`src/design/drt_pkg.sv`:
```
// Shared types and constants for the dirty rectangle merge tracker.
`timescale 1ns / 1ps
package drt_pkg;

	// Table geometry.
	localparam int MAX_RECTS   = 16;
	localparam int IDX_W       = $clog2(MAX_RECTS);
	localparam int CNT_W       = $clog2(MAX_RECTS + 1);
	localparam int COUNT_OUT_W = 5;

	// Field widths.
	localparam int COORD_W  = 14;
	localparam int SIZE_W   = 16;
	localparam int MARGIN_W = 8;
	localparam int EDGE_W   = 17;

	// Configuration port.
	localparam int CFG_IDX_W  = 1;
	localparam int CFG_DATA_W = 8;
	localparam logic [CFG_IDX_W-1:0] REG_TRACKING_ON  = 1'd0;
	localparam logic [CFG_IDX_W-1:0] REG_MERGE_MARGIN = 1'd1;

	// Reset value of the merge margin register.
	localparam logic [MARGIN_W-1:0] MARGIN_RESET = 8'd8;

	typedef enum logic [1:0] {
		ACT_ADD   = 2'd0,
		ACT_QUERY = 2'd1,
		ACT_MARK  = 2'd2,
		ACT_CLEAR = 2'd3
	} action_t;

	typedef enum logic [2:0] {
		ST_IDLE,
		ST_DECIDE,
		ST_READ,
		ST_CMP,
		ST_MERGE,
		ST_FINISH,
		ST_DONE
	} state_t;

	// One stored rectangle.
	typedef struct packed {
		logic [COORD_W-1:0] x;
		logic [COORD_W-1:0] y;
		logic [SIZE_W-1:0]  w;
		logic [SIZE_W-1:0]  h;
	} rect_t;

	// Commands from the controller to the datapath.
	typedef struct packed {
		logic load_in;
		logic rd_en;
		logic inc_idx;
		logic wr_merge;
		logic wr_append;
		logic set_flag;
		logic clr_flag;
		logic clr_count;
		logic set_hit;
		logic load_out;
	} drt_cmd_t;

	// Status from the datapath to the controller.
	typedef struct packed {
		action_t action;
		logic    blocked;
		logic    scan_done;
		logic    match;
		logic    table_full;
	} drt_status_t;

endpackage

```
`src/design/drt_ctrl.sv`:
```
// Controller state machine that sequences the table scan for each beat.
`timescale 1ns / 1ps
module drt_ctrl (
	input  logic                 clk,
	input  logic                 arst_n,
	input  logic                 in_valid,
	output logic                 in_ready,
	output logic                 out_valid,
	input  logic                 out_ready,
	input  drt_pkg::drt_status_t status,
	output drt_pkg::drt_cmd_t    cmd
);
	import drt_pkg::*;

	state_t state_q;
	state_t state_next;
	logic   out_valid_q;

	// State register.
	always_ff @(posedge clk or negedge arst_n) begin
		if (!arst_n) begin
			state_q <= ST_IDLE;
		end else begin
			state_q <= state_next;
		end
	end

	// Next state.
	always_comb begin
		state_next = state_q;
		unique case (state_q)
			ST_IDLE: begin
				if (in_valid) state_next = ST_DECIDE;
			end
			ST_DECIDE: begin
				unique case (status.action) inside
					ACT_ADD, ACT_QUERY: state_next = status.blocked ? ST_DONE : ST_READ;
					default: state_next = ST_DONE;
				endcase
			end
			ST_READ: begin
				state_next = status.scan_done ? ST_FINISH : ST_CMP;
			end
			ST_CMP: begin
				if (status.match) begin
					state_next = (status.action == ACT_ADD) ? ST_MERGE : ST_DONE;
				end else begin
					state_next = ST_READ;
				end
			end
			ST_MERGE:  state_next = ST_DONE;
			ST_FINISH: state_next = ST_DONE;
			ST_DONE: begin
				if (!out_valid_q || out_ready) state_next = ST_IDLE;
			end
			default: state_next = ST_IDLE;
		endcase
	end

	// Command outputs.
	always_comb begin
		cmd = '0;
		unique case (state_q)
			ST_IDLE: cmd.load_in = in_valid;
			ST_DECIDE: begin
				unique case (status.action)
					ACT_ADD: ;
					ACT_QUERY: cmd.set_hit = status.blocked;
					ACT_MARK: begin
						cmd.set_flag  = 1'b1;
						cmd.clr_count = 1'b1;
					end
					ACT_CLEAR: begin
						cmd.clr_flag  = 1'b1;
						cmd.clr_count = 1'b1;
					end
					default: ;
				endcase
			end
			ST_READ: cmd.rd_en = !status.scan_done;
			ST_CMP: begin
				if (status.match) begin
					cmd.set_hit = (status.action == ACT_QUERY);
				end else begin
					cmd.inc_idx = 1'b1;
				end
			end
			ST_MERGE: cmd.wr_merge = 1'b1;
			ST_FINISH: begin
				if (status.action == ACT_ADD) begin
					cmd.set_flag  = status.table_full;
					cmd.wr_append = !status.table_full;
				end
			end
			ST_DONE: cmd.load_out = !out_valid_q || out_ready;
			default: ;
		endcase
	end

	// Result beat valid: the output register frees the input side.
	always_ff @(posedge clk or negedge arst_n) begin
		if (!arst_n) begin
			out_valid_q <= 1'b0;
		end else if (cmd.load_out) begin
			out_valid_q <= 1'b1;
		end else if (out_ready) begin
			out_valid_q <= 1'b0;
		end
	end

	assign in_ready  = (state_q == ST_IDLE);
	assign out_valid = out_valid_q;

endmodule

```
`src/design/drt_datapath.sv`:
```
// Datapath: rectangle store, overlap tests, bounding box and result register.
`timescale 1ns / 1ps
module drt_datapath (
	input  logic                               clk,
	input  logic                               arst_n,
	input  logic                               cfg_we,
	input  logic [drt_pkg::CFG_IDX_W-1:0]      cfg_index,
	input  logic [drt_pkg::CFG_DATA_W-1:0]     cfg_data,
	input  logic [1:0]                         action,
	input  logic [drt_pkg::COORD_W-1:0]        x_pos,
	input  logic [drt_pkg::COORD_W-1:0]        y_pos,
	input  logic [drt_pkg::COORD_W-1:0]        rect_width,
	input  logic [drt_pkg::COORD_W-1:0]        rect_height,
	input  drt_pkg::drt_cmd_t                  cmd,
	output drt_pkg::drt_status_t               status,
	output logic                               hit,
	output logic                               redraw_needed,
	output logic                               full_flag,
	output logic [drt_pkg::COUNT_OUT_W-1:0]    rect_count
);
	import drt_pkg::*;

	// Captured input beat.
	action_t            act_q;
	logic [COORD_W-1:0] x_q;
	logic [COORD_W-1:0] y_q;
	logic [COORD_W-1:0] w_q;
	logic [COORD_W-1:0] h_q;

	// Control and configuration state.
	logic [CNT_W-1:0]    idx_q;
	logic [CNT_W-1:0]    count_q;
	logic                flag_q;
	logic                tracking_q;
	logic [MARGIN_W-1:0] margin_q;
	logic                hit_q;

	// Store and its registered read port.
	rect_t rect_mem_q [MAX_RECTS];
	rect_t rd_data_q;

	// Result register.
	logic                   out_hit_q;
	logic                   out_redraw_q;
	logic                   out_flag_q;
	logic [COUNT_OUT_W-1:0] out_count_q;

	// Edge arithmetic.
	logic [EDGE_W-1:0] in_x_lo;
	logic [EDGE_W-1:0] in_x_hi;
	logic [EDGE_W-1:0] in_y_lo;
	logic [EDGE_W-1:0] in_y_hi;
	logic [EDGE_W-1:0] st_x_lo;
	logic [EDGE_W-1:0] st_x_hi;
	logic [EDGE_W-1:0] st_y_lo;
	logic [EDGE_W-1:0] st_y_hi;
	logic [EDGE_W-1:0] margin_ext;
	logic              merge_ok;
	logic              overlap_ok;
	logic [COORD_W-1:0] box_l;
	logic [COORD_W-1:0] box_t;
	logic [EDGE_W-1:0]  box_r;
	logic [EDGE_W-1:0]  box_b;
	rect_t              merged;
	rect_t              appended;
	rect_t              wr_data;
	logic [IDX_W-1:0]   wr_addr;
	logic               wr_en;

	// Input capture.
	always_ff @(posedge clk) begin
		if (cmd.load_in) begin
			act_q <= action_t'(action);
			x_q   <= x_pos;
			y_q   <= y_pos;
			w_q   <= rect_width;
			h_q   <= rect_height;
		end
	end

	// Configuration registers.
	always_ff @(posedge clk or negedge arst_n) begin
		if (!arst_n) begin
			tracking_q <= 1'b1;
			margin_q   <= MARGIN_RESET;
		end else if (cfg_we) begin
			unique case (cfg_index)
				REG_TRACKING_ON:  tracking_q <= cfg_data[0];
				REG_MERGE_MARGIN: margin_q   <= cfg_data;
				default: ;
			endcase
		end
	end

	// Full-redraw flag; turning tracking off also raises it.
	always_ff @(posedge clk or negedge arst_n) begin
		if (!arst_n) begin
			flag_q <= 1'b1;
		end else if (cmd.set_flag ||
			(cfg_we && cfg_index == REG_TRACKING_ON && !cfg_data[0])) begin
			flag_q <= 1'b1;
		end else if (cmd.clr_flag) begin
			flag_q <= 1'b0;
		end
	end

	// Stored count.
	always_ff @(posedge clk or negedge arst_n) begin
		if (!arst_n) begin
			count_q <= '0;
		end else if (cmd.clr_count) begin
			count_q <= '0;
		end else if (cmd.wr_append) begin
			count_q <= count_q + 1'b1;
		end
	end

	// Scan index and query answer.
	always_ff @(posedge clk or negedge arst_n) begin
		if (!arst_n) begin
			idx_q <= '0;
			hit_q <= 1'b0;
		end else if (cmd.load_in) begin
			idx_q <= '0;
			hit_q <= 1'b0;
		end else begin
			if (cmd.inc_idx) idx_q <= idx_q + 1'b1;
			if (cmd.set_hit) hit_q <= 1'b1;
		end
	end

	// Edges of the new and the stored rectangle, widened so sums cannot wrap.
	always_comb begin
		in_x_lo    = EDGE_W'(x_q);
		in_y_lo    = EDGE_W'(y_q);
		in_x_hi    = EDGE_W'(x_q) + EDGE_W'(w_q);
		in_y_hi    = EDGE_W'(y_q) + EDGE_W'(h_q);
		st_x_lo    = EDGE_W'(rd_data_q.x);
		st_y_lo    = EDGE_W'(rd_data_q.y);
		st_x_hi    = EDGE_W'(rd_data_q.x) + EDGE_W'(rd_data_q.w);
		st_y_hi    = EDGE_W'(rd_data_q.y) + EDGE_W'(rd_data_q.h);
		margin_ext = EDGE_W'(margin_q);
	end

	// Inclusive test with margin; the margin moves to the other side so no edge goes negative.
	assign merge_ok = (in_x_lo <= st_x_hi + margin_ext) && (in_x_hi + margin_ext >= st_x_lo) &&
	                  (in_y_lo <= st_y_hi + margin_ext) && (in_y_hi + margin_ext >= st_y_lo);

	// Strict overlap: touching edges do not count.
	assign overlap_ok = (in_x_lo < st_x_hi) && (in_x_hi > st_x_lo) &&
	                    (in_y_lo < st_y_hi) && (in_y_hi > st_y_lo);

	// Bounding box of the new and the stored rectangle.
	always_comb begin
		box_l      = (x_q < rd_data_q.x) ? x_q : rd_data_q.x;
		box_t      = (y_q < rd_data_q.y) ? y_q : rd_data_q.y;
		box_r      = (in_x_hi > st_x_hi) ? in_x_hi : st_x_hi;
		box_b      = (in_y_hi > st_y_hi) ? in_y_hi : st_y_hi;
		merged.x   = box_l;
		merged.y   = box_t;
		merged.w   = SIZE_W'(box_r - EDGE_W'(box_l));
		merged.h   = SIZE_W'(box_b - EDGE_W'(box_t));
		appended.x = x_q;
		appended.y = y_q;
		appended.w = SIZE_W'(w_q);
		appended.h = SIZE_W'(h_q);
	end

	// Store write port: merge in place or append at the end.
	assign wr_en   = cmd.wr_merge || cmd.wr_append;
	assign wr_data = cmd.wr_merge ? merged : appended;
	assign wr_addr = cmd.wr_merge ? idx_q[IDX_W-1:0] : count_q[IDX_W-1:0];

	always_ff @(posedge clk) begin
		if (wr_en) rect_mem_q[wr_addr] <= wr_data;
	end

	// Store read port.
	always_ff @(posedge clk) begin
		if (cmd.rd_en) rd_data_q <= rect_mem_q[idx_q[IDX_W-1:0]];
	end

	// Result register, loaded once the step has updated the state.
	always_ff @(posedge clk) begin
		if (cmd.load_out) begin
			out_hit_q    <= hit_q;
			out_redraw_q <= !tracking_q || flag_q || (count_q != '0);
			out_flag_q   <= flag_q;
			out_count_q  <= COUNT_OUT_W'(count_q);
		end
	end

	// Status to the controller.
	always_comb begin
		status.action     = act_q;
		status.blocked    = !tracking_q || flag_q;
		status.scan_done  = (idx_q == count_q);
		status.match      = (act_q == ACT_ADD) ? merge_ok : overlap_ok;
		status.table_full = (count_q == CNT_W'(MAX_RECTS));
	end

	assign hit           = out_hit_q;
	assign redraw_needed = out_redraw_q;
	assign full_flag     = out_flag_q;
	assign rect_count    = out_count_q;

endmodule

```
`src/design/dirty_rect_merge_tracker.sv`:
```
// Top level of the dirty rectangle merge tracker.
`timescale 1ns / 1ps
// Usage:
// Input beats (action, x_pos, y_pos, rect_width, rect_height) are taken on
// in_valid and in_ready. Each beat yields exactly one result beat (hit,
// redraw_needed, full_flag, rect_count) on out_valid and out_ready.
// Mark-full, clear and blocked adds or queries go from accept through the
// decide state straight to the result register. An add or query scans the
// stored rectangles in turn: each entry is read through the store's single
// registered port and then compared; an add that merges ends its scan early
// and writes the bounding box back in a merge step before the result.
// One beat is in work at a time; in_ready is high whenever the block idles.
// A finished result sits in the output register, so the next beat is taken
// while that result waits; a stalled receiver holds up only the following one.
// Registers are written on cfg_we with cfg_index and cfg_data; the user must
// write them only while idle (the block does not enforce it). Index 0 enables
// tracking (writing 0 raises the full-redraw flag), index 1 sets the merge margin in pixels.
// Reset: tracking on, margin 8, table empty, full-redraw flag set.
// The store needs no clearing pass after reset.
module dirty_rect_merge_tracker (
	input  logic                               clk,
	input  logic                               arst_n,
	input  logic                               cfg_we,
	input  logic [drt_pkg::CFG_IDX_W-1:0]      cfg_index,
	input  logic [drt_pkg::CFG_DATA_W-1:0]     cfg_data,
	input  logic                               in_valid,
	output logic                               in_ready,
	input  logic [1:0]                         action,
	input  logic [drt_pkg::COORD_W-1:0]        x_pos,
	input  logic [drt_pkg::COORD_W-1:0]        y_pos,
	input  logic [drt_pkg::COORD_W-1:0]        rect_width,
	input  logic [drt_pkg::COORD_W-1:0]        rect_height,
	output logic                               out_valid,
	input  logic                               out_ready,
	output logic                               hit,
	output logic                               redraw_needed,
	output logic                               full_flag,
	output logic [drt_pkg::COUNT_OUT_W-1:0]    rect_count
);
	import drt_pkg::*;

	drt_cmd_t    cmd;
	drt_status_t status;

	drt_ctrl u_ctrl (
		.clk       (clk),
		.arst_n    (arst_n),
		.in_valid  (in_valid),
		.in_ready  (in_ready),
		.out_valid (out_valid),
		.out_ready (out_ready),
		.status    (status),
		.cmd       (cmd)
	);

	drt_datapath u_datapath (
		.clk           (clk),
		.arst_n        (arst_n),
		.cfg_we        (cfg_we),
		.cfg_index     (cfg_index),
		.cfg_data      (cfg_data),
		.action        (action),
		.x_pos         (x_pos),
		.y_pos         (y_pos),
		.rect_width    (rect_width),
		.rect_height   (rect_height),
		.cmd           (cmd),
		.status        (status),
		.hit           (hit),
		.redraw_needed (redraw_needed),
		.full_flag     (full_flag),
		.rect_count    (rect_count)
	);

`ifndef NO_ASSERTIONS
	// An accepted beat keeps the block busy for at least the next cycle.
	a_busy_after_accept: assert property (@(posedge clk) disable iff (!arst_n)
		in_valid && in_ready |=> !in_ready)
		else $error("input taken again right after an accepted beat");

	// The reported count never exceeds the table depth.
	a_count_bound: assert property (@(posedge clk) disable iff (!arst_n)
		out_valid |-> rect_count <= COUNT_OUT_W'(MAX_RECTS))
		else $error("rect_count above table depth");

	// A pending flag or stored rectangles always mean a redraw is needed.
	a_redraw_consistent: assert property (@(posedge clk) disable iff (!arst_n)
		out_valid && (full_flag || rect_count != '0) |-> redraw_needed)
		else $error("redraw_needed low with flag or rectangles pending");

	// The store is only written while a beat is in work.
	a_write_when_busy: assert property (@(posedge clk) disable iff (!arst_n)
		(cmd.wr_merge || cmd.wr_append) |-> !in_ready && !cmd.load_out)
		else $error("store written outside a beat");
`endif

endmodule

```
`config.mk`:
```
export PLATFORM = sky130hd
export DESIGN_NAME = dirty_rect_merge_tracker
export DESIGN_NICKNAME = d
export VERILOG_FILES = /design/src/design/drt_pkg.sv /design/src/design/drt_ctrl.sv /design/src/design/drt_datapath.sv /design/src/design/dirty_rect_merge_tracker.sv
export SDC_FILE = /design/constraint.sdc
export NUM_CORES = 2
export LEC_CHECK = 0
export ABC_CLOCK_PERIOD_IN_PS = 16170
export BUFFER_PORTS_ARGS = -buffer_cell sky130_fd_sc_hd__clkbuf_2
export CORE_UTILIZATION = 68
export CTS_CLUSTER_DIAMETER = 150
export DETAILED_ROUTE_END_ITERATION = 10
export HOLD_SLACK_MARGIN = 0.02
export PLACE_DENSITY_LB_ADDON = 0.3
export SYNTH_ARGS = -nofsm -noshare
export SYNTH_HDL_FRONTEND = slang
export SYNTH_SLANG_ARGS = --single-unit
```
`constraint.sdc`:
```
create_clock -name clk -period 16.17 [get_ports clk]
set_input_delay 0 -clock clk [delete_from_list [all_inputs] [get_ports clk]]
set_output_delay 0 -clock clk [all_outputs]
set_load 0.01 [all_outputs]
```
==> qor.yml <==
yosys:
  synth.most_common_cell: "edfxtp_1"
  synthDominantCellAreaShare_pct: 62.7
  ys_types: 89
  synth_ff_type: "edfxtp_1"
  synth_seq_cells: 1111
  synthTopCellsByCount: "edfxtp_1, mux4_2, ha_1"
  async_flop_share_pct: 2.25
  synth.area.top_cells: "edfxtp_1, mux4_2, ha_1, xnor2_1, a21o_1"
  yosysSeqAreaShare_pct: 64.0
  syn-num-nets: 3429
  syn_avg_cell_area_um2: 17.0
  synthCells: 3060
  yosysWarnings: 0
  synth_edf_count: 1086
  synth_largest_area_cell: "edfxtp_1"
  synth_area_um2: 52000
setup_path:
  required_ns: 16.43
  start_kind: "flop"
  crit_path_end_kind: "flop"
  worstPathMaxFanout: 16
  crit_type: "reg -> reg"
  slowest_stage: "a21oi_1"
  slowest_delay_ns: 1.02
  cpMostUsedCell: "a21o_1"
  crit_arrival_ns: 9.02
sta:
  fin_setup_tns_ns: 0
  worstMarginPinSlew_ns: 1.45
  timing.final.crit_share_pct: 54.2
  hold_viol: 0
  rsz0062_at_grt: "no"
  timing.hold.ws_ns: 0.0450
  timing.final.ws_setup_ns: 7.41
  relSlewSlack_pct: 3.23
  finalClockSkew_ns: 0.0525
  fmax_mhz: 114
  finalCriticalPeriod_ns: 8.76
  finalSetupViolations: 0
  maxSlewViolCount: 0
grt:
  grt.overflow.total: 0
  antenna_found_initial: 5
  grt_start_max_net_pins: 122
  grt_pass1_wl_um: 221000
  grt_pass1_vias: 32600
  grtUsageTotal_pct: 40.1
clock_tree:
  cts_tree: "yes"
  cts_root_buffer: "clkbuf_16"
  clkLatencyLatePin_ns: 0.69
  clk_pin_slew_ns: 0.07
  htreeDepth: 3
  cts_buffers: 107
  clock_sinks: 1111
  cts_buffer_depth: 3
outcome:
  status: "finished clean"
run:
  max_cap_viol_count: 0
route:
  wl_per_cell_um: 35.0
  detail_route.drc_violations: 0
  drt_iter0_drc: 4867
  wl_um: 153000
  drt-vias-per-instance: 7.46
  vias: 32600
  dr.pass1.iters: 6
  ant_nets: 0
pwr:
  powerDensity_nw_per_um2: 228
  ir_worst_vdd_mv: 0.162
  leakagePower_nw: 20.5
  finalPower_mw: 13.3
floorplan:
  die_area_um2: 77500
  core.rowCount: 101
  start_util_pct: 68.5
  core_area_um2: 75800
  die_x_um: 278
  die_h_um: 278
  io_pins: 82
cells_and_area:
  final_area_um2: 58400
  final_cells: 4371
  synthToLayoutAreaGrowth_pct: 12.4
  multi_input_area_um2: 18100
  layout-drive-gt1-share_pct: 20.8
  regArea_um2: 33300
  final.fill_count: 3900
  fin_util_pct: 77.1
  finalNetCount: 3673
placed_design:
  gp_congestion: 0.980
  place_area_um2: 53900
  place_hpwl_um: 86000
  pre_cts_ws_ns: 8.10
  place_inst: 4091
  numPortBuffers: 81
min_path:
  holdCritPathClass: "in -> reg"
cells in the final DEF, fill, tap and decap left out, drive strengths merged, types with 81 or more instances in the layout:
| cell type | Yosys | layout |
|---|---|---|
| inv | 114 | 118 |
| o21ai | 121 | 121 |
| mux4 | 300 | 300 |
| a21oi | 104 | 104 |
| a21o | 82 | 82 |
| edfxtp | 1086 | 1086 |
| ha | 287 | 287 |
| clkbuf | 75 | 211 |
| nor2 | 127 | 127 |
| nand2 | 96 | 96 |
| dlygate4sd3 | 0 | 81 |
final timing paths:
check	start	end	slack, ns	cells past startpoint
worst max register to register	u_datapath.rd_data_q[46]	u_datapath.rect_mem_q[14][30]	7.41	33
max in group asynchronous	arst_n	u_datapath.idx_q[2]	14.11	4
min in group asynchronous	arst_n	u_datapath.margin_q[3]	0.45	3
worst min-delay path	rect_height[9]	u_datapath.h_q[9]	0.04	2
worst min register to register	u_datapath.hit_q	u_datapath.hit	0.47	0
worst max-delay path	u_datapath.rd_data_q[46]	u_datapath.rect_mem_q[14][30]	7.41	33
power by group:
group	switching, mW	leakage, nW	total (mW)	internal, mW
clock network	1.15	1.76	2.64	1.49
registers	0.248	10.1	4.13	3.88
logic	3.93	8.59	6.57	2.63
state kept, by name, indices dropped and copies added (netlist names), 8 cells and up:
register	count
u_datapath.h_q	14
u_datapath.x_q	14
u_datapath.rd_data_q	60
u_datapath.rect_mem_q	960
u_datapath.margin_q	8
u_datapath.y_q	14
u_datapath.w_q	14
cells by family (layout without fill, tap and decap cells):
| family | after synthesis | in the layout | synth area share, % |
|---|---|---|---|
| other cells | 0 | 1 | 0 |
| simple gates | 466 | 466 | 4.55 |
| fa+ha+maj | 297 | 297 | 7.29 |
| compound gates | 478 | 478 | 6.06 |
| flops | 1111 | 1111 | 64.0 |
| mux | 382 | 382 | 14.7 |
| buf+inv | 213 | 545 | 1.55 |
| xor+xnor | 113 | 113 | 1.92 |
worst max-delay path, delay by kind of cell (launching register included):
family / cells / cell delay, ns
AOI/OAI and AO/OA: 18 / 4.82
adders and majority gates: 5 / 1.36
buffers and inverters: 3 / 0.26
DFF: 1 / 0.51
and+or+nand+nor: 7 / 1.36
metal layers:
| layer | vias to the layer above | track usage (%) | routed length, um |
|---|---|---|---|
| met2 | 2907 | 61.5 | 70200 |
| li1 | 12900 | - | - |
| met3 | 549 | 9.05 | 20000 |
| met1 | 16200 | 56.2 | 55100 |
| met4 | 4 | 17.4 | 7650 |
| met5 | - | 0 | 23 |
cell type report:
cell class / count / area share, %
clock buffers: 130 / 4.80
repair buffers: 234 / 3.06
well taps: 978 / 2.09
clock inverters: 67 / 1.46
inverters: 114 / 0.732
flip-flops and latches: 1111 / 56.9
multi-input cells: 1736 / 30.9
diodes: 1 / 0.00428
timing repair:
| action | 4_1_cts | 5_1_grt |
|---|---|---|
| hold buffers | 81 | 0 |
| gates resized for setup | 0 | 0 |
| endpoints found under the hold margin | 103 | 0 |
| buffers inserted | 0 | 0 |
Note: power is estimated with default switching activity, not from simulation.
